File: src/assert_macros.svh
// Assertion helpers shared by the RTL files.
`ifndef ASSERT_MACROS_SVH
`define ASSERT_MACROS_SVH

// The consequent must hold in the same cycle as the antecedent.
`define ASSERT_IMPLIES(lbl, clk, rst_n, ante, cons, msg) \
  lbl: assert property (@(posedge clk) disable iff (!rst_n) (ante) |-> (cons)) else $error(msg);

// The condition must never be seen at a clock edge outside reset.
`define ASSERT_NEVER(lbl, clk, rst_n, cond, msg) \
  lbl: assert property (@(posedge clk) disable iff (!rst_n) !(cond)) else $error(msg);

`endif

File: src/gbc_pkg.sv
package gbc_pkg;

  localparam int MaxWidth  = 2048;
  localparam int MaxHeight = 2048;
  localparam int ColW      = $clog2(MaxWidth);
  localparam int RowW      = $clog2(MaxHeight);
  localparam int LineRows  = 5;
  localparam int SlotW     = 3;
  localparam int PixW      = 8;
  localparam int CfgW      = 12;
  localparam int CfgIdxW   = 2;

  localparam logic [CfgIdxW-1:0] RegFrameWidth  = 2'd0;
  localparam logic [CfgIdxW-1:0] RegFrameHeight = 2'd1;

  localparam int OpqDepth = 4;
  localparam int OpqPtrW  = $clog2(OpqDepth);
  localparam int OutDepth = 8;
  localparam int OutPtrW  = $clog2(OutDepth);

  // Division by 159 as a multiply by ceil(2^24 / 159); exact for sums below 2^16.
  localparam int RowSumW  = 14;
  localparam int SumW     = 16;
  localparam int DivShift = 24;
  localparam int ProdW    = 33;
  localparam logic [16:0] DivMul = 17'd105518;

  localparam logic [3:0] Kern [5][5] = '{
    '{4'd2, 4'd4,  4'd5,  4'd4,  4'd2},
    '{4'd4, 4'd9,  4'd12, 4'd9,  4'd4},
    '{4'd5, 4'd12, 4'd15, 4'd12, 4'd5},
    '{4'd4, 4'd9,  4'd12, 4'd9,  4'd4},
    '{4'd2, 4'd4,  4'd5,  4'd4,  4'd2}
  };

  typedef logic [PixW-1:0] pix_t;
  typedef logic [LineRows-1:0][PixW-1:0] col_t;

  typedef enum logic [1:0] {
    OP_HOLD,
    OP_FIRST,
    OP_SHIFT
  } op_kind_t;

  typedef struct packed {
    op_kind_t           kind;
    col_t               col;
    logic               emit;
    logic               last;
    logic [RowW-1:0]    row;
    logic [ColW-1:0]    column;
    logic [SlotW-1:0]   slot;
    logic [1:0]         off;
    logic [2:0]         rlim;
    logic [1:0]         step;
  } op_t;

  typedef struct packed {
    logic [RowW-1:0] row;
    logic [ColW-1:0] column;
    logic            last;
  } meta_t;

  typedef struct packed {
    pix_t  blurred;
    meta_t meta;
  } res_t;

  // Line-store slot holding kernel tap row d of the output row that lies off rows
  // above the newest input row; rows above the top of the frame fold onto row 0.
  function automatic logic [SlotW-1:0] slot_sel(input logic [SlotW-1:0] slot,
                                                input logic [1:0] off,
                                                input logic [2:0] rlim,
                                                input logic [2:0] d);
    logic [3:0] reach;
    logic [3:0] up;
    logic [3:0] s;
    reach = 4'(off) + 4'd2;
    up = (reach >= 4'(d)) ? reach - 4'(d) : 4'd0;
    if (up > 4'(rlim)) up = 4'(rlim);
    s = 4'(slot) + 4'd5 - up;
    if (s >= 4'd5) s = s - 4'd5;
    return s[SlotW-1:0];
  endfunction

endpackage

File: src/gbc_opq.sv
module gbc_opq (
  input  logic          clk,
  input  logic          rst_n,
  input  logic          push,
  input  gbc_pkg::op_t  push_data,
  output logic          full,
  input  logic          pop,
  output gbc_pkg::op_t  pop_data,
  output logic          empty
);
  import gbc_pkg::*;

  op_t                q [OpqDepth];
  logic [OpqPtrW-1:0] wr_ptr_r;
  logic [OpqPtrW-1:0] rd_ptr_r;
  logic [OpqPtrW:0]   cnt_r;

  assign full     = (cnt_r == (OpqPtrW+1)'(OpqDepth));
  assign empty    = (cnt_r == '0);
  assign pop_data = q[rd_ptr_r];

  always_ff @(posedge clk) begin
    if (push) q[wr_ptr_r] <= push_data;
  end

  always_ff @(posedge clk) begin
    if (!rst_n) begin
      wr_ptr_r <= '0;
      rd_ptr_r <= '0;
      cnt_r    <= '0;
    end else begin
      if (push) wr_ptr_r <= wr_ptr_r + 1'b1;
      if (pop) rd_ptr_r <= rd_ptr_r + 1'b1;
      cnt_r <= cnt_r + (OpqPtrW+1)'(push) - (OpqPtrW+1)'(pop);
    end
  end

`include "assert_macros.svh"
  `ASSERT_NEVER(opq_no_overflow, clk, rst_n, push && full, "op queue written while full")
  `ASSERT_NEVER(opq_no_underflow, clk, rst_n, pop && empty, "op queue read while empty")

endmodule

File: config.mk
export PLATFORM = sky130hd
export DESIGN_NAME = gbc_opq
export DESIGN_NICKNAME = d
export VERILOG_FILES = /design/src/gbc_pkg.sv /design/src/gbc_opq.sv
export VERILOG_INCLUDE_DIRS = /design/src /design/src/src
export SDC_FILE = /design/constraint.sdc
export NUM_CORES = 1
export LEC_CHECK = 0
export BUFFER_PORTS_ARGS = -buffer_cell sky130_fd_sc_hd__buf_2
export CAP_MARGIN = 10
export CORE_ASPECT_RATIO = 1.4
export CORE_MARGIN = 1.5
export CORE_UTILIZATION = 42
export CTS_CLUSTER_DIAMETER = 150
export DETAILED_ROUTE_END_ITERATION = 7
export GPL_TIMING_DRIVEN = 0
export SKIP_CTS_REPAIR_TIMING = 1
export SYNTH_ARGS = -nofsm -noshare
export SYNTH_HDL_FRONTEND = slang
export SYNTH_SLANG_ARGS = --single-unit
File: constraint.sdc
create_clock -name clk -period 5.36 [get_ports clk]
set_input_delay 0 -clock clk [delete_from_list [all_inputs] [get_ports clk]]
set_output_delay 0 -clock clk [all_outputs]
set_load 0.1 [all_outputs]
[After elaboration in Yosys (flattened, before gate mapping)]
Memories as Yosys holds them, arrays and structs flattened. A register that Yosys moved wholly into a read port is not among the register bits.
Cells that the tools add are included.
Widths: inputs -> output; s select.
Word-level totals
  logic and storage cells: 14
  bits in latches: 0
  output and inout port bits: 78
  memories kept: 1
  memory bits (read-only): 0
  bits of input ports: 80
  register bits after elaboration: 7
  RAM bits: 304
Cells by class
  shift operators: 0
  divide/modulo/power cells: 0
  reductions and logical operators: 1
  equality and inequality tests: 1
  bitwise operators: 0
  muxes and demuxes: 4
  $mul: 0
  $add $sub $neg: 4
  $lt $le $gt $ge: 0
Memories
  q: depth 4, bits a word 76, rd ports 1, clocked after Yosys merged registers in 1, write ports 1, line gbc_opq.sv:13  | op_t q [OpqDepth];
Operators with widths (count)
  $add 2x1->2 const B: 2
  $mux 2: 2
  $add 3x1->3: 1
  $eq 3x3->1 const B: 1
  $logic_not 3->1: 1
  $sub 3x1->3: 1
  $mux 1: 2

[Longest topological paths before layout]
  depth after elaboration: 3
  gate-level depth with buffers: 7
  gate-level depth less buffers: 7

[Worst setup path before layout]
Ideal clock, no wire load.
  kind: flip-flop to flip-flop
  from: register wr_ptr_r[0]
  to: memory q[0][0] in the netlist's numbering (enable)
  cell stages (with the launch flop): 4
  data required time: 4.918 ns
  clock period less this slack: 2.759 ns
  arrival time: 2.316 ns
  buffers on the path: 0
  slack: 2.601 ns
  setup time: 0.442 ns
  cell sequence: dfxtp_1 inv_1 ha_1 and2_1
RTL lines
  from (decl): line gbc_opq.sv:14  | logic [OpqPtrW-1:0] wr_ptr_r;
  from (signal assigned): line gbc_opq.sv:32  | if (push) wr_ptr_r <= wr_ptr_r + 1'b1;
  to (decl): line gbc_opq.sv:13
Straight into the memory's write port.

==> results.json <==
{
  "status": "completed",
  "route.detailed.wl_per_inst_um": 19.56,
  "cap_violations": 0,
  "drt_wl_total_mm": 21.48,
  "yosys.area_share.simple_pct": 0.6555,
  "total_power_mw": 5.967,
  "core-area_sq_um": 26830,
  "layout_min_cycle_time_ps": 2319,
  "clock_slew_seen_by_the_registers_of_the_worst_setup_and_hold_paths_ps": 60,
  "worstPathArrival_ps": 2320,
  "cts_buffer_depth": 3,
  "numCtsBuffers": 29,
  "holdWs_ps": 193.5,
  "chipWidth_um": 142.6,
  "power_per_standard_cell_area_nw_per_um2": 411.8,
  "setup-violations-final": 0,
  "synth_mux_area_share_pct": 15.03,
  "route.antenna.remaining_nets": 0,
  "skew_ps": 16.54,
  "yosysWarnings": 0,
  "reg2reg_depth": 4,
  "antenna_found_initial": 0,
  "synth_seq_cells": 313,
  "io_pins": 158,
  "grtUsageTotal_pct": 15.05,
  "combinational_family_with_the_most_area_after_synthesis": "multiplexers",
  "deepest_level_of_the_cts_h_tree": 1,
  "vdd_drop_max_v": 0.0003302,
  "timing_max_transition_violations_final": 0,
  "nFillCells": 2137,
  "floorplan.die_area_sq_um": 28280,
  "gp_routability_congestion": 0.6629,
  "detail_route.iter0.violations": 232,
  "hold_path.class": "input port to register",
  "min_delay_path_depth": 2,
  "clk_lat_worst_skew_ps": 550,
  "setup_repair_after_global_routing_missed_its_margin": "no",
  "timing.slew.headroom_pct": 53.39,
  "timing.critical_path.to_type": "output pin",
  "synth_compound_gate_area_share_pct": 0.1311,
  "cts.sinks": 313,
  "first_pass_drt_iterations": 4,
  "static_leakage_nw": 4.962,
  "area.sequential_sq_um": 9309,
  "cts_root_buffer": "clkbuf_16",
  "synth_cell_type_count": 21,
  "mappedNetlistNets": 527,
  "initial_utilization_pct": 42.69,
  "avg_inst_size_synth_sq_um": 26.03,
  "post_drt_via_cell_ratio": 4.865,
  "drc_errors": 0,
  "synth_cells": 440,
  "die_h_um": 198.4,
  "grt_pass1_vias": 5677,
  "vias": 5342,
  "post_layout_nonfiller_instances": 1098,
  "layout-area-overhead-vs-synth_pct": 26.53,
  "post_synth_instance_area_sq_um": 11450,
  "synth_seq_area_share_pct": 81.28,
  "hold_violations": 0,
  "detailed_placer_s_ending_hpwl_mm": 13.13,
  "timing.setup.tns_ps": 0,
  "maximum_number_of_pins_on_one_net_before_global_route_repair": 43,
  "n_antenna_cell": 0,
  "synthesized_area_fraction_occupied_by_xor_and_xnor_cells_pct": 0.3605,
  "nets": 798,
  "multi_input_comb_area_sq_um": 1958,
  "fin_crit_sh_pct": 43.26,
  "cp_data_required_time_ps": 5360,
  "tightestPinTransition_ps": 699.1,
  "grt_first_pass_wirelength_mm": 31.65,
  "achievable-frequency_ghz": 0.4313,
  "criticalPathCategory": "register to output pin",
  "grt_ovf": 0,
  "place.port_buffers": 157,
  "yosys.area_share.adder_pct": 0.8302,
  "placed_cells_incl_taps": 966,
  "drive_gt1_share_pct": 41.06,
  "critPathLaunchType": "register",
  "tritoncts": "built",
  "core.rowCount": 71,
  "cp_max_fo": 10
}
## per-stage QoR
step / cell area (sq um) / setup WS, ps / utilization, %
2_1_floorplan: 11450 / 2601 / -
3_3_place_gp: 12700 / 1221 / 47.32
3_5_place_dp: 12810 / 3424 / 47.74
4_1_cts: 13700 / 2875 / 51.07
5_1_grt: 14490 / 2897 / 54.02
6_report: 14490 / 3041 / 54.02
## cells in the final DEF (no fill, tap or decap), types with 6 or more instances in the layout
cell type	count
mux4_2	76
buf_2	162
edfxtp_1	304
buf_12	6
ha_1	6
dfxtp_1	9
inv_1	7
clkinv_2	8
dlygate4sd3_1	79
clkbuf_16	30
## synthesized netlist by cell type
cell      instances  area share, %
buf_4             3           0.20
buf_1             3          0.098
xnor2_1           2           0.15
buf_6             1          0.098
edfxtp_1        304             80
nor2_1            5           0.16
nand3b_1          1          0.066
a21oi_1           1          0.044
fa_1              1           0.17
and2_1            6           0.33
mux4_2           76             15
a21bo_2           1          0.087
nor3_1            1          0.044
mux2i_1           1          0.087
ha_1              6           0.66
buf_12            5           0.87
and3_1            1          0.055
dfxtp_1           9            1.6
inv_1             7           0.23
buf_2             5           0.22
xor3_1            1           0.21
## metal layers
layer / share of wire (%) / GRT usage (%)
met2: 56 / 28.35
met5: 0 / 0
met1: 37 / 16.60
met4: 2.3 / 5.689
met3: 4.2 / 2.937
## state kept, by name (all words and copies together), names as in the netlist, named ones only
register,cells
rd_ptr_r,2
q,304
wr_ptr_r,2
cnt_r,3
## critical path, cell delays in order (launching register included)
cell and delay, ps:
dfxtp_1 410, buf_2 330, buf_2 340, mux4_2 260, buf_2 430
## layout make-up
| cell class | count | share of cell area, % |
|---|---|---|
| Sequential cell | 313 | 64.23 |
| Clock inverter | 17 | 0.6216 |
| Tap cell | 365 | 3.151 |
| Inverter | 7 | 0.1813 |
| Buffer | 17 | 1.174 |
| Clock buffer | 36 | 5.543 |
| Timing Repair Buffer | 240 | 11.59 |
| Multi-Input combinational cell | 103 | 13.51 |
## path summary, 6_finish.rpt
path                       from           end  slack [ps]
setup / recovery       register  pop_data[51]        3040
hold / removal    push_data[63]      q[1][63]         190
setup reg to reg    wr_ptr_r[0]      q[2][69]        3490
hold reg to reg     rd_ptr_r[0]      register         540
## where the power goes
part           internal (mW)  switching [mW]
Clock                   1.06           0.858
Sequential              2.81          0.0295
Combinational          0.298           0.910
## cell families after synthesis
| family | after synthesis |
|---|---|
| simple gates | 14 |
| buf+inv | 24 |
| fa+ha+maj | 7 |
| compound gates | 2 |
| flops | 313 |
| mux | 77 |
| xor+xnor | 3 |
No activity file was read; power rests on OpenSTA's default activity.
