File: config.mk
export PLATFORM = sky130hd
export DESIGN_NAME = gbc_back
export DESIGN_NICKNAME = d
export VERILOG_FILES = /design/src/gbc_pkg.sv /design/src/gbc_back.sv
export VERILOG_INCLUDE_DIRS = /design/src /design/src/src
export SDC_FILE = /design/constraint.sdc
export NUM_CORES = 2
export LEC_CHECK = 0
export BUFFER_PORTS_ARGS = -buffer_cell sky130_fd_sc_hd__clkbuf_2
export CORE_MARGIN = 2
export CORE_UTILIZATION = 40
export CTS_CLUSTER_DIAMETER = 120
export DETAILED_ROUTE_END_ITERATION = 7
export PLACE_DENSITY = 0.57
export REMOVE_ABC_BUFFERS = 1
export SKIP_LAST_GASP = 1
export SLEW_MARGIN = 25
export SYNTH_ARGS = -nofsm -noshare
export SYNTH_HDL_FRONTEND = slang
export SYNTH_SLANG_ARGS = --single-unit
File: constraint.sdc
create_clock -name clk -period 21.2 [get_ports clk]
set_input_delay 2.12 -clock clk [delete_from_list [all_inputs] [get_ports clk]]
set_output_delay 2.12 -clock clk [all_outputs]
set_load 0.02 [all_outputs]
File: src/assert_macros.svh
// Assertion helpers shared by the RTL files.
`ifndef ASSERT_MACROS_SVH
`define ASSERT_MACROS_SVH

// The consequent must hold in the same cycle as the antecedent.
`define ASSERT_IMPLIES(lbl, clk, rst_n, ante, cons, msg) \
  lbl: assert property (@(posedge clk) disable iff (!rst_n) (ante) |-> (cons)) else $error(msg);

// The condition must never be seen at a clock edge outside reset.
`define ASSERT_NEVER(lbl, clk, rst_n, cond, msg) \
  lbl: assert property (@(posedge clk) disable iff (!rst_n) !(cond)) else $error(msg);

`endif

File: src/gbc_pkg.sv
package gbc_pkg;

  localparam int MaxWidth  = 2048;
  localparam int MaxHeight = 2048;
  localparam int ColW      = $clog2(MaxWidth);
  localparam int RowW      = $clog2(MaxHeight);
  localparam int LineRows  = 5;
  localparam int SlotW     = 3;
  localparam int PixW      = 8;
  localparam int CfgW      = 12;
  localparam int CfgIdxW   = 2;

  localparam logic [CfgIdxW-1:0] RegFrameWidth  = 2'd0;
  localparam logic [CfgIdxW-1:0] RegFrameHeight = 2'd1;

  localparam int OpqDepth = 4;
  localparam int OpqPtrW  = $clog2(OpqDepth);
  localparam int OutDepth = 8;
  localparam int OutPtrW  = $clog2(OutDepth);

  // Division by 159 as a multiply by ceil(2^24 / 159); exact for sums below 2^16.
  localparam int RowSumW  = 14;
  localparam int SumW     = 16;
  localparam int DivShift = 24;
  localparam int ProdW    = 33;
  localparam logic [16:0] DivMul = 17'd105518;

  localparam logic [3:0] Kern [5][5] = '{
    '{4'd2, 4'd4,  4'd5,  4'd4,  4'd2},
    '{4'd4, 4'd9,  4'd12, 4'd9,  4'd4},
    '{4'd5, 4'd12, 4'd15, 4'd12, 4'd5},
    '{4'd4, 4'd9,  4'd12, 4'd9,  4'd4},
    '{4'd2, 4'd4,  4'd5,  4'd4,  4'd2}
  };

  typedef logic [PixW-1:0] pix_t;
  typedef logic [LineRows-1:0][PixW-1:0] col_t;

  typedef enum logic [1:0] {
    OP_HOLD,
    OP_FIRST,
    OP_SHIFT
  } op_kind_t;

  typedef struct packed {
    op_kind_t           kind;
    col_t               col;
    logic               emit;
    logic               last;
    logic [RowW-1:0]    row;
    logic [ColW-1:0]    column;
    logic [SlotW-1:0]   slot;
    logic [1:0]         off;
    logic [2:0]         rlim;
    logic [1:0]         step;
  } op_t;

  typedef struct packed {
    logic [RowW-1:0] row;
    logic [ColW-1:0] column;
    logic            last;
  } meta_t;

  typedef struct packed {
    pix_t  blurred;
    meta_t meta;
  } res_t;

  // Line-store slot holding kernel tap row d of the output row that lies off rows
  // above the newest input row; rows above the top of the frame fold onto row 0.
  function automatic logic [SlotW-1:0] slot_sel(input logic [SlotW-1:0] slot,
                                                input logic [1:0] off,
                                                input logic [2:0] rlim,
                                                input logic [2:0] d);
    logic [3:0] reach;
    logic [3:0] up;
    logic [3:0] s;
    reach = 4'(off) + 4'd2;
    up = (reach >= 4'(d)) ? reach - 4'(d) : 4'd0;
    if (up > 4'(rlim)) up = 4'(rlim);
    s = 4'(slot) + 4'd5 - up;
    if (s >= 4'd5) s = s - 4'd5;
    return s[SlotW-1:0];
  endfunction

endpackage

File: src/gbc_back.sv
module gbc_back (
  input  logic                        clk,
  input  logic                        rst_n,
  input  logic                        opq_empty,
  input  gbc_pkg::op_t                opq_data,
  output logic                        opq_pop,
  output logic                        out_empty,
  input  logic                        out_pop,
  output gbc_pkg::pix_t               out_blurred,
  output logic [gbc_pkg::RowW-1:0]    out_row,
  output logic [gbc_pkg::ColW-1:0]    out_col,
  output logic                        out_last_of_run
);
  import gbc_pkg::*;

  // Window of the five stored rows over five columns; column 4 is the newest.
  col_t [4:0]          win_r;

  logic                e0_v_r;
  meta_t               e0_meta_r;
  logic [SlotW-1:0]    e0_slot_r;
  logic [1:0]          e0_off_r;
  logic [2:0]          e0_rlim_r;
  logic [1:0]          e0_step_r;
  logic                e1_v_r;
  meta_t               e1_meta_r;
  logic [RowSumW-1:0]  rs_r [5];
  logic [RowSumW-1:0]  rs_nxt [5];
  logic                e2_v_r;
  meta_t               e2_meta_r;
  logic [SumW-1:0]     sum_r;
  logic                e3_v_r;
  meta_t               e3_meta_r;
  logic [ProdW-1:0]    prod_r;

  res_t                ofifo [OutDepth];
  logic [OutPtrW-1:0]  wr_ptr_r;
  logic [OutPtrW-1:0]  rd_ptr_r;
  logic [OutPtrW:0]    cnt_r;
  logic [2:0]          inflight;
  logic                rd;
  res_t                head;
  res_t                wr_res;

  assign inflight = 3'(e0_v_r) + 3'(e1_v_r) + 3'(e2_v_r) + 3'(e3_v_r);
  // Only take an op when every result already in the pipe still has a place.
  assign opq_pop  = !opq_empty &&
                    (({1'b0, cnt_r} + (OutPtrW+2)'(inflight)) < (OutPtrW+2)'(OutDepth));
  assign out_empty = (cnt_r == '0);
  assign rd        = out_pop && !out_empty;
  assign head      = ofifo[rd_ptr_r];
  assign out_blurred     = head.blurred;
  assign out_row         = head.meta.row;
  assign out_col         = head.meta.column;
  assign out_last_of_run = head.meta.last;

  assign wr_res.blurred = prod_r[DivShift +: PixW];
  assign wr_res.meta    = e3_meta_r;

  // Column step s moves the taps s places to the right; beyond the newest column
  // the right edge of the frame is repeated.
  always_comb begin
    logic [SlotW-1:0]   s;
    logic [RowSumW-1:0] acc;
    logic [2:0]         tap;
    for (int d = 0; d < 5; d++) begin
      s = slot_sel(e0_slot_r, e0_off_r, e0_rlim_r, 3'(d));
      acc = '0;
      for (int e = 0; e < 5; e++) begin
        tap = 3'(e) + 3'(e0_step_r);
        if (tap > 3'd4) tap = 3'd4;
        acc = acc + RowSumW'(Kern[d][e]) * RowSumW'(win_r[tap][s]);
      end
      rs_nxt[d] = acc;
    end
  end

  always_ff @(posedge clk) begin
    if (opq_pop) begin
      case (opq_data.kind)
        OP_FIRST: begin
          for (int e = 0; e < 5; e++) win_r[e] <= opq_data.col;
        end
        OP_SHIFT: begin
          for (int e = 0; e < 4; e++) win_r[e] <= win_r[e+1];
          win_r[4] <= opq_data.col;
        end
        default: begin
        end
      endcase
      e0_meta_r.row    <= opq_data.row;
      e0_meta_r.column <= opq_data.column;
      e0_meta_r.last   <= opq_data.last;
      e0_slot_r        <= opq_data.slot;
      e0_off_r         <= opq_data.off;
      e0_rlim_r        <= opq_data.rlim;
      e0_step_r        <= opq_data.step;
    end
    for (int d = 0; d < 5; d++) rs_r[d] <= rs_nxt[d];
    e1_meta_r <= e0_meta_r;
    sum_r <= SumW'(rs_r[0]) + SumW'(rs_r[1]) + SumW'(rs_r[2]) +
             SumW'(rs_r[3]) + SumW'(rs_r[4]);
    e2_meta_r <= e1_meta_r;
    prod_r    <= ProdW'(sum_r) * ProdW'(DivMul);
    e3_meta_r <= e2_meta_r;
    if (e3_v_r) ofifo[wr_ptr_r] <= wr_res;
  end

  always_ff @(posedge clk) begin
    if (!rst_n) begin
      e0_v_r   <= 1'b0;
      e1_v_r   <= 1'b0;
      e2_v_r   <= 1'b0;
      e3_v_r   <= 1'b0;
      wr_ptr_r <= '0;
      rd_ptr_r <= '0;
      cnt_r    <= '0;
    end else begin
      e0_v_r <= opq_pop && opq_data.emit;
      e1_v_r <= e0_v_r;
      e2_v_r <= e1_v_r;
      e3_v_r <= e2_v_r;
      if (e3_v_r) wr_ptr_r <= wr_ptr_r + 1'b1;
      if (rd) rd_ptr_r <= rd_ptr_r + 1'b1;
      cnt_r <= cnt_r + (OutPtrW+1)'(e3_v_r) - (OutPtrW+1)'(rd);
    end
  end

`include "assert_macros.svh"
  `ASSERT_IMPLIES(back_credit, clk, rst_n, 1'b1, ({1'b0, cnt_r} + (OutPtrW+2)'(inflight)) <= (OutPtrW+2)'(OutDepth), "results in flight exceed the result queue")
  `ASSERT_NEVER(back_ofifo_overflow, clk, rst_n, e3_v_r && !rd && (cnt_r == (OutPtrW+1)'(OutDepth)), "result queue written while full")

endmodule

## Word-level counts from Yosys, hierarchy flattened

Memory sizes are Yosys's and may differ from the RTL's. A register that Yosys moved wholly into a read port is not among the register bits.
Cells that the tools add are included.

| word-level totals | value |
|---|---|
| register bits after elaboration | 363 |
| bits in writable memories | 318 |
| input bits | 80 |
| output and inout port bits | 33 |
| word-level logic and storage cells | 244 |
| memories | 2 |

| operators by class | value |
|---|---|
| add/subtract/negate cells | 52 |
| multiply operators | 14 |
| $lt $le $gt $ge | 31 |
| equality and inequality tests | 2 |
| multiplexer cells | 85 |
| reduce and logical (&&, ||, !) cells | 8 |

Memory list:

| name | words | width | read ports | clocked after Yosys merged registers in | write ports | line | RTL |
|---|---|---|---|---|---|---|---|
| ofifo | 8 | 31 | 1 | 1 | 1 | gbc_back.sv:36 | `res_t ofifo [OutDepth];` |
| rs_r | 5 | 14 | 5 | 0 | 5 | gbc_back.sv:27 | `logic [RowSumW-1:0] rs_r [5];` |

Operators by type and width:

| cell | number |
|---|---|
| 40-bit binary-select mux with 3-bit select | 5 |
| 8-bit binary-select mux with 3-bit select | 25 |
| 200-bit one-hot mux with 2 select lines | 1 |
| 40-bit 2-to-1 mux | 5 |
| 8-bit 2-to-1 mux | 25 |
| 4-bit by 8-bit multiplier with 12-bit output (first input constant) | 5 |
| 3-bit by 8-bit multiplier with 11-bit output (first input constant) | 4 |
| 13-bit by 12-bit adder with 14-bit output | 3 |
| 14-bit by 12-bit adder with 14-bit output | 3 |
| 3-bit by 4-bit < comparator with 1-bit output (second input constant) | 10 |
| 2-bit by 8-bit multiplier with 10-bit output (first input constant) | 4 |
| 4-bit 2-to-1 mux | 10 |
| 3-bit 2-to-1 mux | 12 |
| 16-bit by 14-bit adder with 16-bit output | 2 |
| 16-bit by 16-bit multiplier with 31-bit output (second input constant) | 1 |
| 13-bit by 9-bit adder with 14-bit output | 2 |
| 14-bit by 10-bit adder with 14-bit output | 2 |
| 10-bit by 12-bit adder with 13-bit output | 2 |
| 12-bit by 10-bit adder with 13-bit output | 2 |
| 11-bit by 11-bit adder with 12-bit output | 2 |
| 9-bit by 10-bit adder with 11-bit output | 2 |
| 4-bit by 3-bit >= comparator with 1-bit output (second input constant) | 5 |
| 4-bit by 3-bit > comparator with 1-bit output | 5 |
| 4-bit subtractor | 5 |
| other kinds (34) | 50 |

## Longest topological paths before layout

| depth | value |
|---|---|
| depth after elaboration | 15 |
| gate-level depth with buffers | 44 |
| mapped depth without buffers | 42 |

## Worst setup path before layout

OpenSTA, ideal clock, no wires.

| path | value |
|---|---|
| kind | input port to flip-flop |
| start | in opq_data[74] (netlist name) |
| end | reg win_r[0] (netlist name), enable pin |
| setup time | 1.008 ns |
| arrival | 15.927 ns |
| required time | 20.192 ns |
| path slack | 4.265 ns |
| cell stages on the path | 3 |
| buffers on the path | 0 |
| cell sequence | inv_1 -> ha_1 -> nor3_1 |

| between the ends | value |
|---|---|
| longest elaborated chain between the ends | 3 |
| elaborated cells on any way between the ends | 4 |
| classes of those cells | eq/ne: 2; reduce/logical: 2 |

RTL lines:

| what | line | RTL |
|---|---|---|
| from (decl) | gbc_back.sv:5 | `input gbc_pkg::op_t opq_data,` |
| 2-bit == test / 2-bit by 1-bit == test with 1-bit output (equally long branches) | gbc_back.sv:80 | `case (opq_data.kind)` |
| 2-bit nonzero test (no line) * | - |  |
| 2-bit AND reduction (no line) * | - |  |
| to (decl) | gbc_back.sv:17 | `col_t [4:0] win_r;` |

Every way passes the cells marked *; elsewhere a longest branch is shown, timed or not.
A chain may end at the register's enable or synchronous reset.

==> reports/summary.txt <==
SETUP PATH
------------------------------------------------------------------------------------
CP Data Arrival Time ..................................................     11.62 ns
Worst endpoint required time ..........................................     21.77 ns
Critical path's slowest cell .......................................... sky130_fd_sc_hd__o41ai_1
Worst R2R Setup Slack .................................................     10.15 ns
WP buf/inv ............................................................            7
Worst Setup Start Kind ................................................     register
Number of logic stages on the critical path including buffering .......           38
Nature of the critical path endpoint ..................................     register
Family with the most delay on the worst path ..........................  adder cells
Maximum single-stage delay on the critical path .......................      0.62 ns
Category of the critical setup timing path ............................ register to register
Register-to-Register Path Depth .......................................           38
Dominant cell type by count on the critical path ...................... sky130_fd_sc_hd__ha_1
Maximum net fanout on the critical path ...............................           41

SYNTH
------------------------------------------------------------------------------------
Synth Cell Area .......................................................   0.0515 mm2
Cell taking the most area after synthesis ............................. sky130_fd_sc_hd__edfxtp_1
Post-synth EDFFs ......................................................          481
Avg Synthesized Cell Area .............................................     10.8 um2
Register bit count reported by yosys ..................................          659
Synthesis warning total ...............................................            0
Share of flip-flops with an asynchronous set or reset after synthesis .           0%
Top cell type's share of synthesized area .............................        28.0%
Post-Synthesis Cells ..................................................         4753
Number of unique standard cell types used by synthesis ................           98
Most area-consuming cells after synthesis ............................. sky130_fd_sc_hd__edfxtp_1, sky130_fd_sc_hd__fa_1, sky130_fd_sc_hd__ha_1
Share of synthesized area occupied by flip-flops and latches ..........        34.9%
Main synth FF type .................................................... sky130_fd_sc_hd__edfxtp_1

FINAL LAYOUT
------------------------------------------------------------------------------------
Layout net count ......................................................         5586
Area Overhead vs Synth ................................................        9.45%
Fraction of final layout cells with drive strength greater than 1 .....        13.6%
Number of fill cells ..................................................        12000
Area occupied by registers ............................................   0.0180 mm2
Area taken by multi-input logic gates .................................   0.0308 mm2

CTS
------------------------------------------------------------------------------------
Maximum level of the CTS H-tree .......................................            3
Clock buffer count from CTS ...........................................           71
Clk slew on worst S/H paths ...........................................      0.06 ns
Skew-Pair Late Insertion Delay ........................................      0.70 ns
CTS resizes ...........................................................            0
CTS Hold Buffers Added ................................................            0
Master cell of the clock root buffer .................................. sky130_fd_sc_hd__clkbuf_16
Buffers inserted during post-CTS setup optimization ...................            0
CTS sink count ........................................................          659
CTS tree ..............................................................          yes
Longest Clk Path Bufs .................................................            3

TIMING
------------------------------------------------------------------------------------
Endpoints failing setup ...............................................            0
Setup Skew ............................................................    0.0583 ns
Summed negative setup slack over all endpoints ........................         0 ns
Final Max Tran Viols ..................................................            0
Endpoints failing hold ................................................            0
Part of the cycle the worst path needs ................................        52.1%
F_max .................................................................   0.0905 GHz
Setup repair after global routing missed its margin ...................        false
Rel. slew slack .......................................................        20.5%
Least-Margin Pin Slew .................................................      1.19 ns
Clock period minus final worst setup slack ............................     11.05 ns

DETAILED ROUTING
------------------------------------------------------------------------------------
Average wire length per cell after detail routing .....................      27.1 um
Routed Antenna Nets ...................................................            0
Routed vias ...........................................................        38600
Ratio of routed vias to standard cells ................................         5.95
Total wire length after detailed routing ..............................       176 mm
DR pass1 iterations ...................................................            6
Number of remaining DRC errors ........................................            0
Iteration-0 DRC count of the detailed router ..........................         4178

GLOBAL ROUTING
------------------------------------------------------------------------------------
Largest net degree at the start of global routing .....................          145
Global-route wire length before repair ................................       257 mm
GRT Total Usage .......................................................        26.5%
Initial antenna violation count .......................................            9
Via count of the first global-routing pass ............................        37700
Leftover overflow at the end of global routing ........................            0

FLOORPLAN
------------------------------------------------------------------------------------
Boundary Pins .........................................................          113
Die extent in x .......................................................       363 um
Die Outline Area ......................................................    0.132 mm2
Core region area ......................................................    0.128 mm2
Initial standard-cell utilization of the core .........................        40.4%
Row cnt ...............................................................          131
Die boundary height ...................................................       363 um

RUN STATUS
------------------------------------------------------------------------------------
Run status ............................................................    completed

MIN PATH
------------------------------------------------------------------------------------
Instance count along the most critical hold path ......................            0
Hold Path Class ....................................................... register to register

PLACE
------------------------------------------------------------------------------------
DP Wirelength .........................................................       131 mm
Quantity of I/O buffers inserted on ports .............................          112
Weighted congestion at the end of routability-driven global placement .         1.08

FLOW RUN
------------------------------------------------------------------------------------
Number of max-cap violations ..........................................            0

[state kept, by name, indices dropped and copies added, names as in the netlist, 2 cells and up, named ones only]
signal	count
e0_off_r	2
rs_r	68
sum_r	16
win_r	200
prod_r	8
e0_step_r	2
e1_meta_r	23
e0_slot_r	3
cnt_r	4
e0_rlim_r	3
rd_ptr_r	3
ofifo	248
e2_meta_r	23
wr_ptr_r	3
e0_meta_r	23
e3_meta_r	23
[worst register-to-register path: cells and delay by family, from the launching register on]
kind / cells / cell delay, ns
AND/OR/NAND/NOR: 7 / 1.40
adder cells (fa/ha/maj): 10 / 3.60
buffers and inverters: 7 / 1.45
multiplexers: 3 / 0.54
XOR/XNOR: 1 / 0.15
AO/OA/AOI/OAI: 10 / 3.26
flip-flops: 1 / 0.55
[worst paths after layout]
| check | startpoint | to |
|---|---|---|
| max reg2reg | e0_off_r[1]$_DFFE_PP_ | rs_r[0][41]$_DFF_P_ |
| min | e1_meta_r[17]$_DFF_P_ | e2_meta_r[17]$_DFF_P_ |
| max | e0_off_r[1]$_DFFE_PP_ | rs_r[0][41]$_DFF_P_ |
| min reg2reg | e1_meta_r[17]$_DFF_P_ | e2_meta_r[17]$_DFF_P_ |
[placed cells by master, fill, tap and decap left out, types with 53 or more instances in the layout]
cell type | Yosys | layout
sky130_fd_sc_hd__a21oi_1 | 221 | 219
sky130_fd_sc_hd__buf_4 | 25 | 101
sky130_fd_sc_hd__clkbuf_16 | 0 | 71
sky130_fd_sc_hd__clkbuf_2 | 3 | 112
sky130_fd_sc_hd__dfxtp_1 | 178 | 175
sky130_fd_sc_hd__edfxtp_1 | 481 | 481
sky130_fd_sc_hd__fa_1 | 322 | 322
sky130_fd_sc_hd__ha_1 | 415 | 411
sky130_fd_sc_hd__inv_1 | 473 | 473
sky130_fd_sc_hd__mux2_2 | 85 | 85
sky130_fd_sc_hd__mux2i_1 | 194 | 192
sky130_fd_sc_hd__mux4_2 | 154 | 154
sky130_fd_sc_hd__nand2_1 | 572 | 572
sky130_fd_sc_hd__nand2b_1 | 56 | 56
sky130_fd_sc_hd__nand3_1 | 77 | 77
sky130_fd_sc_hd__nor2_1 | 238 | 226
sky130_fd_sc_hd__nor3_1 | 57 | 53
sky130_fd_sc_hd__o21ai_0 | 124 | 124
sky130_fd_sc_hd__o22ai_1 | 55 | 55
sky130_fd_sc_hd__xnor2_1 | 63 | 62
[stage by stage]
step | utilization [%] | hold WS, ns | setup slack, ns | instance area [um2] | std cells
floorplan | - | 0.310 | 4.26 | 50300 | 4480
global placement | 42.3 | 0.310 | 10.50 | 54000 | 6357
detailed placement | 42.3 | 0.312 | 10.31 | 54000 | 6358
CTS | 44.2 | 0.294 | 10.23 | 56400 | 6484
global route | 44.2 | 0.306 | 9.50 | 56400 | 6484
finish | 44.2 | 0.301 | 10.15 | 56400 | 6487
[cells in the mapped netlist (52+ instances only)]
cell type,instances
sky130_fd_sc_hd__a21o_1,52
sky130_fd_sc_hd__a21oi_1,221
sky130_fd_sc_hd__buf_2,72
sky130_fd_sc_hd__clkbuf_1,136
sky130_fd_sc_hd__dfxtp_1,178
sky130_fd_sc_hd__edfxtp_1,481
sky130_fd_sc_hd__fa_1,322
sky130_fd_sc_hd__ha_1,415
sky130_fd_sc_hd__inv_1,473
sky130_fd_sc_hd__mux2_2,85
sky130_fd_sc_hd__mux2i_1,194
sky130_fd_sc_hd__mux4_2,154
sky130_fd_sc_hd__nand2_1,572
sky130_fd_sc_hd__nand2b_1,56
sky130_fd_sc_hd__nand3_1,77
sky130_fd_sc_hd__nor2_1,238
sky130_fd_sc_hd__nor3_1,57
sky130_fd_sc_hd__o21ai_0,124
sky130_fd_sc_hd__o22ai_1,55
sky130_fd_sc_hd__xnor2_1,63
[logic make-up (layout without fill, tap and decap cells)]
kind of cell	after synthesis	after routing	synth area share, %
AO/OA/AOI/OAI	936	936	12.7
AND/OR/NAND/NOR	1145	1145	9.84
multiplexers	438	438	12.5
flip-flops	659	659	34.9
other	1	4	0.00728
buffers and inverters	746	815	5.90
adder cells (fa/ha/maj)	737	737	22.6
XOR/XNOR	91	91	1.60
[area by class of cell]
type | count | share of cell area (%)
sequential | 659 | 31.9
clock inverter | 38 | 0.925
multi-input combinational | 3348 | 54.5
inverter | 473 | 3.15
clock buffer | 88 | 3.35
timing repair buffer | 216 | 2.42
antenna | 3 | 0.0133
tap | 1662 | 3.69
[routing by layer]
layer / GRT usage [%] / vias up / share of wire (%)
li1: - / 17100 / -
met1: 35.0 / 19000 / 41
met2: 40.7 / 1921 / 44
met3: 6.73 / 577 / 9.8
met4: 12.6 / 16 / 5.6
met5: 0 / - / 0.098
Power is not shown: default switching activity piles up to over one toggle a cycle in this logic, so the estimate is an artifact.
